[src/design/sbcc_pkg.sv]
// ----------------------------------------------------------------------------
// sbcc_pkg
// Shared types and constants for the sphere/box collision check: box corner
// layout, controller state codes, and the command/status groups between the
// controller and the datapath.
// ----------------------------------------------------------------------------
package sbcc_pkg;

	localparam int unsigned COORD_W  = 16;  // Q8.8 signed position
	localparam int unsigned SIZE_W   = 16;  // Q8.8 unsigned size and radius
	localparam int unsigned CORNER_W = 17;  // Q9.8 signed corner
	localparam int unsigned DIST_W   = 17;  // per-axis distance magnitude
	localparam int unsigned SQ_W     = 2 * DIST_W;
	localparam int unsigned SUM_W    = SQ_W + 2;
	localparam int unsigned R2_W     = 2 * SIZE_W;
	localparam int unsigned AXES     = 3;
	localparam int unsigned IDX_W    = 6;
	localparam int unsigned CNT_CFG_W = 7;

	localparam logic OP_WRITE = 1'b0;
	localparam logic OP_QUERY = 1'b1;

	typedef logic signed [CORNER_W-1:0] corner_coord_t;

	typedef struct packed {
		corner_coord_t x;
		corner_coord_t y;
		corner_coord_t z;
	} corner_t;

	typedef struct packed {
		corner_t lo;
		corner_t hi;
	} box_entry_t;

	typedef enum logic [3:0] {
		ST_IDLE  = 4'b0001,
		ST_SCAN  = 4'b0010,
		ST_DRAIN = 4'b0100,
		ST_DONE  = 4'b1000
	} state_t;

	typedef struct packed {
		logic capture;  // latch query centre and radius squared, clear hit
		logic wr_en;    // write box entry from the input item
		logic rd_en;    // read one box into the test pipeline
	} dp_cmd_t;

	typedef struct packed {
		logic busy;     // boxes still in the test pipeline
		logic hit;      // some tested box met the sphere
	} dp_status_t;

	// Corner from centre and full size: centre -/+ size/2, truncated.
	function automatic corner_coord_t corner_of(input logic signed [COORD_W-1:0] pos,
			input logic [SIZE_W-1:0] size, input logic upper);
		logic signed [CORNER_W-1:0] p;
		logic signed [CORNER_W-1:0] half;
		p = CORNER_W'(pos);
		half = $signed({2'b00, size[SIZE_W-1:1]});
		return upper ? (p + half) : (p - half);
	endfunction

endpackage

[src/design/sbcc_ctrl.sv]
// ----------------------------------------------------------------------------
// sbcc_ctrl
// Controller: takes items, sweeps the active boxes one per cycle, waits for
// the test pipeline to empty and hands the result to the output register.
// ----------------------------------------------------------------------------
module sbcc_ctrl
	import sbcc_pkg::*;
#(
	parameter int unsigned MAX_BOXES = 64,
	parameter int unsigned AW = 6
) (
	input  logic                 clk,
	input  logic                 arst_n,
	input  logic                 in_valid,
	output logic                 in_stall,
	input  logic                 operation,
	input  logic [IDX_W-1:0]     entry_index,
	input  logic                 cfg_wr_en,
	input  logic [CNT_CFG_W-1:0] cfg_wr_data,
	output logic                 out_valid,
	input  logic                 out_stall,
	output logic                 hit,
	output dp_cmd_t              cmd,
	output logic [AW-1:0]        rd_addr,
	input  dp_status_t           status
);

	localparam int unsigned CW = $clog2(MAX_BOXES + 1);

	state_t               state_q;
	logic [CNT_CFG_W-1:0] active_boxes_q;
	logic [CW-1:0]        cnt_q;
	logic [CW-1:0]        limit_q;
	logic                 is_query_q;
	logic                 out_valid_q;
	logic                 hit_q;
	logic                 accept;
	logic                 load_out;
	logic [CW-1:0]        limit_d;

	assign in_stall = (state_q != ST_IDLE);
	assign accept   = in_valid && (state_q == ST_IDLE);
	assign load_out = (state_q == ST_DONE) && (!out_valid_q || !out_stall);
	assign out_valid = out_valid_q;
	assign hit = hit_q;
	assign rd_addr = cnt_q[AW-1:0];

	// Clip the active count to the table depth.
	always_comb begin
		if (32'(active_boxes_q) >= MAX_BOXES) begin
			limit_d = CW'(MAX_BOXES);
		end else begin
			limit_d = CW'(active_boxes_q);
		end
	end

	always_comb begin
		cmd.capture = accept && (operation == OP_QUERY);
		cmd.wr_en   = accept && (operation == OP_WRITE) && (32'(entry_index) < MAX_BOXES);
		cmd.rd_en   = (state_q == ST_SCAN) && (cnt_q != limit_q);
	end

	always_ff @(posedge clk or negedge arst_n) begin
		if (!arst_n) begin
			active_boxes_q <= '0;
		end else if (cfg_wr_en) begin
			active_boxes_q <= cfg_wr_data;
		end
	end

	always_ff @(posedge clk or negedge arst_n) begin
		if (!arst_n) begin
			state_q    <= ST_IDLE;
			cnt_q      <= '0;
			limit_q    <= '0;
			is_query_q <= 1'b0;
		end else begin
			case (state_q)
				ST_IDLE: begin
					if (accept) begin
						is_query_q <= (operation == OP_QUERY);
						cnt_q      <= '0;
						limit_q    <= limit_d;
						state_q    <= (operation == OP_QUERY) ? ST_SCAN : ST_DONE;
					end
				end
				ST_SCAN: begin
					if (cnt_q == limit_q) begin
						state_q <= ST_DRAIN;
					end else begin
						cnt_q <= cnt_q + 1'b1;
					end
				end
				ST_DRAIN: begin
					if (!status.busy) begin
						state_q <= ST_DONE;
					end
				end
				ST_DONE: begin
					if (load_out) begin
						state_q <= ST_IDLE;
					end
				end
				default: begin
					state_q <= ST_IDLE;
				end
			endcase
		end
	end

	// Output register: hold while stalled, drop once taken.
	always_ff @(posedge clk or negedge arst_n) begin
		if (!arst_n) begin
			out_valid_q <= 1'b0;
		end else if (load_out) begin
			out_valid_q <= 1'b1;
		end else if (!out_stall) begin
			out_valid_q <= 1'b0;
		end
	end

	always_ff @(posedge clk) begin
		if (load_out) begin
			hit_q <= is_query_q && status.hit;
		end
	end

endmodule

[config.mk]
export PLATFORM = sky130hd
export DESIGN_NAME = sbcc_ctrl
export DESIGN_NICKNAME = d
export VERILOG_FILES = /design/src/design/sbcc_pkg.sv /design/src/design/sbcc_ctrl.sv
export SDC_FILE = /design/constraint.sdc
export NUM_CORES = 1
export LEC_CHECK = 0
export BUFFER_PORTS_ARGS = -buffer_cell sky130_fd_sc_hd__buf_2
export CAP_MARGIN = 30
export CORE_MARGIN = 4
export CORE_UTILIZATION = 45
export CTS_CLUSTER_DIAMETER = 120
export DETAILED_ROUTE_END_ITERATION = 10
export GPL_ROUTABILITY_DRIVEN = 0
export GPL_TIMING_DRIVEN = 0
export HOLD_SLACK_MARGIN = 0.06
export PLACE_DENSITY = 0.68
export SYNTH_ARGS = -nofsm -noshare
export SYNTH_HDL_FRONTEND = slang
export SYNTH_SLANG_ARGS = --single-unit
[constraint.sdc]
create_clock -name clk -period 2.78 [get_ports clk]
set_clock_uncertainty 0.1 [all_clocks]
set_input_delay 0.278 -clock clk [delete_from_list [all_inputs] [get_ports clk]]
set_output_delay 0.278 -clock clk [all_outputs]
set_load 0.01 [all_outputs]
# --- Yosys cells after proc, flatten, opt, wreduce, memory -nomap -nowiden ---
# Index checks and enable logic that the tools add are counted.
totals:
  ff_bits: 28
  out_inout_bits: 12
  word_cells: 48
op_classes:
  add_sub_neg: 1
  n_lt_le_gt_ge: 1
  n_eq_ne: 13
  n_mux: 12
  n_bitwise: 1
  n_reduce_logical: 13
ops:
  columns: ["op", "count"]
  rows:
  - ["two-way mux 7 bit", 3]
  - ["two-way mux 4 bit", 5]
  - ["one-hot mux 4 bit (4 select lines)", 1]
  - ["one-hot mux 7 bit (2 select lines)", 1]
  - ["inequality test 2 bit, second input constant", 4]
  - ["adder 7 x 1 -> 7 bit, second input constant", 1]
  - ["== test 7 bit", 1]
  - ["greater-or-equal comparator 7 bit, second input constant", 1]
  - ["inequality test 7 bit", 1]
  - ["logical AND 1 bit", 6]
  - ["== test 4 x 1 -> 1 bit, second input constant", 1]
  - ["== test 4 x 2 -> 1 bit, second input constant", 1]
  - ["== test 4 x 3 -> 1 bit, second input constant", 1]
  - ["== test 4 bit, second input constant", 1]
  - ["inequality test 2 x 1 -> 1 bit, second input constant", 2]
  - ["inequality test 4 x 1 -> 1 bit, second input constant", 1]
  - ["AND reduction 4 bit", 1]
  - ["AND reduction 3 bit", 1]
  - ["logical NOT 1 bit", 2]
  - ["two-way mux 1 bit", 2]
  - ["AND reduction 2 bit", 1]
  - ["nonzero test 2 bit", 1]
  - ["logical OR 1 bit", 1]
  - ["inverter 1 bit", 1]

# --- Logic depth before layout (Yosys ltp) ---
logic_depth:
  ltp_word: 5
  depth_mapped: 6
  ltp_nobuf: 5

# --- Worst setup path after synthesis ---
# Ideal clock, no wire load.
synth_path:
  path_type: "reg2out"
  start: "reg state_q[2]"
  end: "out cmd[1] (netlist name)"
  arrival_time_ps: 1403
  path_slack_ps: 999
  stages_incl_launch_ff: 6
  n_path_buf: 2
  cell_sequence: "dfrtp_1 -> buf_6 -> nor3_2 -> nand3_1 -> clkbuf_1 -> nor2_1"
synth_rtl:
  columns: ["element", "line_no", "rtl"]
  rows:
  - ["start, declared", "sbcc_ctrl.sv:30", "state_t state_q;"]
  - ["start signal, assigned", "sbcc_ctrl.sv:84", "state_q <= (operation == OP_QUERY) ? ST_SCAN : ST_DONE;"]
  - ["end, declared", "sbcc_ctrl.sv:23", "output dp_cmd_t cmd,"]

==> summary.md <==
| Metric | Value |
|---|---|
| FP Rows | `20` |
| Peak supply drop | `0.409 mV` |
| WL/cell | `12.6 um` |
| Crit path from | `state_q[2]` |
| DR iter-0 viols | `70` |
| Crit path arrival time | `2070 ps` |
| Final Cycle Share | `88.0%` |
| GRT Util Overall | `14.3%` |
| Antenna violations before repair | `0` |
| Initial Util | `48.1%` |
| Number of synthesized flops with an enable pin | `1` |
| Post-Syn Nets | `158` |
| IO Port Bufs | `25` |
| Post-synth top area share | `43.6%` |
| Worst min path class | `input port to register` |
| Reg-to-reg startpoint | `cnt_q[0]` |
| Int Pwr | `0.787 mW` |
| Clk root buf | `clkbuf_4` |
| Sequential share of power | `45.7%` |
| RSZ-0062 raised after global routing | `no` |
| Fin. max-slew vios | `0` |
| CP endpoint kind | `output port` |
| Synth unique cells | `39` |
| Synthesized flop and latch total | `28` |
| Final Hold Viols | `0` |
| # DRC | `0` |
| Max Fclk | `409 MHz` |
| CP Max Fanout | `10` |
| Net Switching | `0.482 mW` |
| Vias in the first global route | `1060` |
| Reg clk slew, reported paths | `140 ps` |
| Post-synthesis cell area | `1490 um2` |
| Top FF cell, synth | `dfrtp_1` |
| Post-synthesis sequential area ratio | `47.4%` |
| Number of diodes | `0` |
| Post-Route WL | `2710 um` |
| Clock share of power | `15.5%` |
| Total vias in the final route | `1094` |
| Final setup fails | `0` |
| Worst EP required | `2400 ps` |
| Synth area leaders | `dfrtp_1 44%, mux2_2 7.6%, nand2_1 4.5%, xor2_1 4.1%, buf_4 3.0%` |
| Largest area contributor in the synthesized netlist | `dfrtp_1` |
| Slew at the pin with the worst max-slew slack | `593 ps` |
| Routed Antenna Nets | `0` |
| Layout cells sized above 1 | `34.5%` |
| Clk sink count | `28` |
| FF-to-FF End | `cnt_q[0]` |
| Global-route wire length before repair | `4800 um` |
| Syn Area/Cell | `11.0 um2` |
| Clk buf depth | `2` |
| Ports | `33` |
| Max-Cap Viols | `0` |
| Relative slew slack | `60.5%` |
| Final setup TNS | `0 ps` |
| Die Span X | `65.6 um` |
| CTS tree | `built` |
| DIE HEIGHT | `65.6 um` |
| Post-synthesis instance total | `136` |
| Clock latency on the worst-skew pair | `320 ps` |
| Status | `complete, no violations` |
| Synth top cells by count | `26 x dfrtp_1, 18 x nand2_1, 10 x mux2_2` |
| Async set-reset flop share out of synthesis | `96.4%` |
| Avg Vias per Cell | `5.09` |
| Count leader, synth | `dfrtp_1` |
| GR Overflow Total | `0` |
| R2R setup slack | `890 ps` |
| Layout area overhead | `18.5%` |
| H-tree depth | `1` |
| Worst setup SP type | `register` |
| YS warnings | `0` |
| R2r worst-path depth | `4` |
| Total power | `1.27 mW` |
| Cts bufs inserted | `3` |
| Net Sw Frac | `38.0%` |
| CP Capture Point | `cmd[1]` |
| Die area | `4300 um2` |
| Core Area | `3100 um2` |
| NumNets Final | `194` |
| Min cycle time layout | `2450 ps` |
| Gate power share | `38.9%` |
| Power Density | `718 nW/um2` |
| Start-to-end type of the worst setup path | `register to output port` |
| Post-DP HPWL | `2080 um` |
| Lkg Pwr | `0.840 nW` |
| Pin count of the biggest net entering global routing | `28` |
| DRT Pass-1 Iters | `4` |
## power by group through the flow
stage | Sequential, mW | Clock, mW | Combinational, mW
2_1_floorplan | 0.572 | 0 | 0.375
3_3_place_gp | 0.584 | 0 | 0.477
3_5_place_dp | 0.590 | 0 | 0.493
4_1_cts | 0.580 | 0.203 | 0.496
5_1_grt | 0.593 | 0.225 | 0.551
6_report | 0.580 | 0.196 | 0.493
## state kept, by name, indices dropped and copies added (netlist names)
register and count:
limit_q 7, state_q 4, cnt_q 7, hit 1, out_valid 1, is_query_q 1
active_boxes_q 7
## worst max-delay path, stage by stage, from the launching register on
cell and delay [ps]:
dfrtp_1 400, buf_6 140, nor3_2 250, nand3_1 360
clkbuf_1 320, nor2_1 130, buf_2 140
## layout make-up
class / instances / area (um2)
fillers: 293 / 1340
flip-flops and latches: 28 / 707
plain buffers: 12 / 85.1
well taps: 44 / 55.1
repair buffers: 31 / 185
inverters: 3 / 11.3
multi-input cells: 93 / 688
clock buffers: 4 / 36.3
## layer usage
| metal | vias to the layer above | wire [um] | track usage, % |
|---|---|---|---|
| met5 | - | 0 | 0 |
| met4 | 0 | 28 | 5.44 |
| met3 | 4 | 101 | 2.91 |
| met2 | 23 | 1290 | 23.3 |
| met1 | 521 | 1290 | 18.6 |
| li1 | 546 | - | - |
## layout by cell type, fill, tap and decap left out, types with 2 or more instances in the layout
| master | netlist | final |
|---|---|---|
| a21oi_1 | 8 | 8 |
| and4_1 | 2 | 2 |
| buf_2 | 2 | 27 |
| buf_4 | 6 | 6 |
| buf_6 | 2 | 2 |
| clkbuf_1 | 2 | 2 |
| clkbuf_4 | 0 | 3 |
| dfrtp_1 | 26 | 26 |
| dlygate4sd3_1 | 0 | 6 |
| inv_1 | 2 | 2 |
| mux2_2 | 10 | 10 |
| mux2i_1 | 4 | 4 |
| nand2_1 | 18 | 18 |
| nand2b_1 | 7 | 7 |
| nand3_1 | 6 | 6 |
| nand4_1 | 4 | 4 |
| nor2_1 | 2 | 2 |
| o21ai_1 | 6 | 6 |
| xor2_1 | 7 | 7 |
## stage by stage
stage / worst slack, ps / hold WS (ps) / utilization (%) / area, um2 / cells
after floorplan: 999 / -118 / - / 1490 / 136
after global placement: 698 / 213 / 53.9 / 1670 / 205
after detailed placement: 668 / 218 / 53.9 / 1670 / 205
after CTS: 279 / 60.4 / 55.4 / 1720 / 210
after global routing: 92.2 / 64.4 / 57.0 / 1770 / 215
final: 333 / 72.7 / 57.0 / 1770 / 215
## how the worst min path moves through the flow
stage,from,end,slack (ps),cells after the start
after global placement,arst_n,state_q[2],210,1
after detailed placement,arst_n,state_q[2],220,1
final,cfg_wr_data[0],active_boxes_q[0],70,2
after floorplan,arst_n,active_boxes_q[0],-120,0
after CTS,cfg_wr_data[0],active_boxes_q[0],60,2
after global routing,cfg_wr_data[1],active_boxes_q[1],60,2
## repair_timing
| action | CTS | global route |
|---|---|---|
| hold endpoints to repair | 26 | 5 |
| endpoints found under the setup margin | 0 | 0 |
| gates resized for setup | 0 | 0 |
| buffers inserted | 0 | 0 |
| hold buffers | 1 | 5 |
## cell families after synthesis
| logic type | Yosys count | share of synthesized area (%) |
|---|---|---|
| flip-flops | 28 | 47.4 |
| AO/OA/AOI/OAI | 23 | 10.4 |
| adder cells (fa/ha/maj) | 1 | 0.839 |
| AND/OR/NAND/NOR | 48 | 20.6 |
| buffers and inverters | 15 | 6.46 |
| multiplexers | 14 | 10.2 |
| XOR/XNOR | 7 | 4.11 |
(Power assumes the default switching activity.)
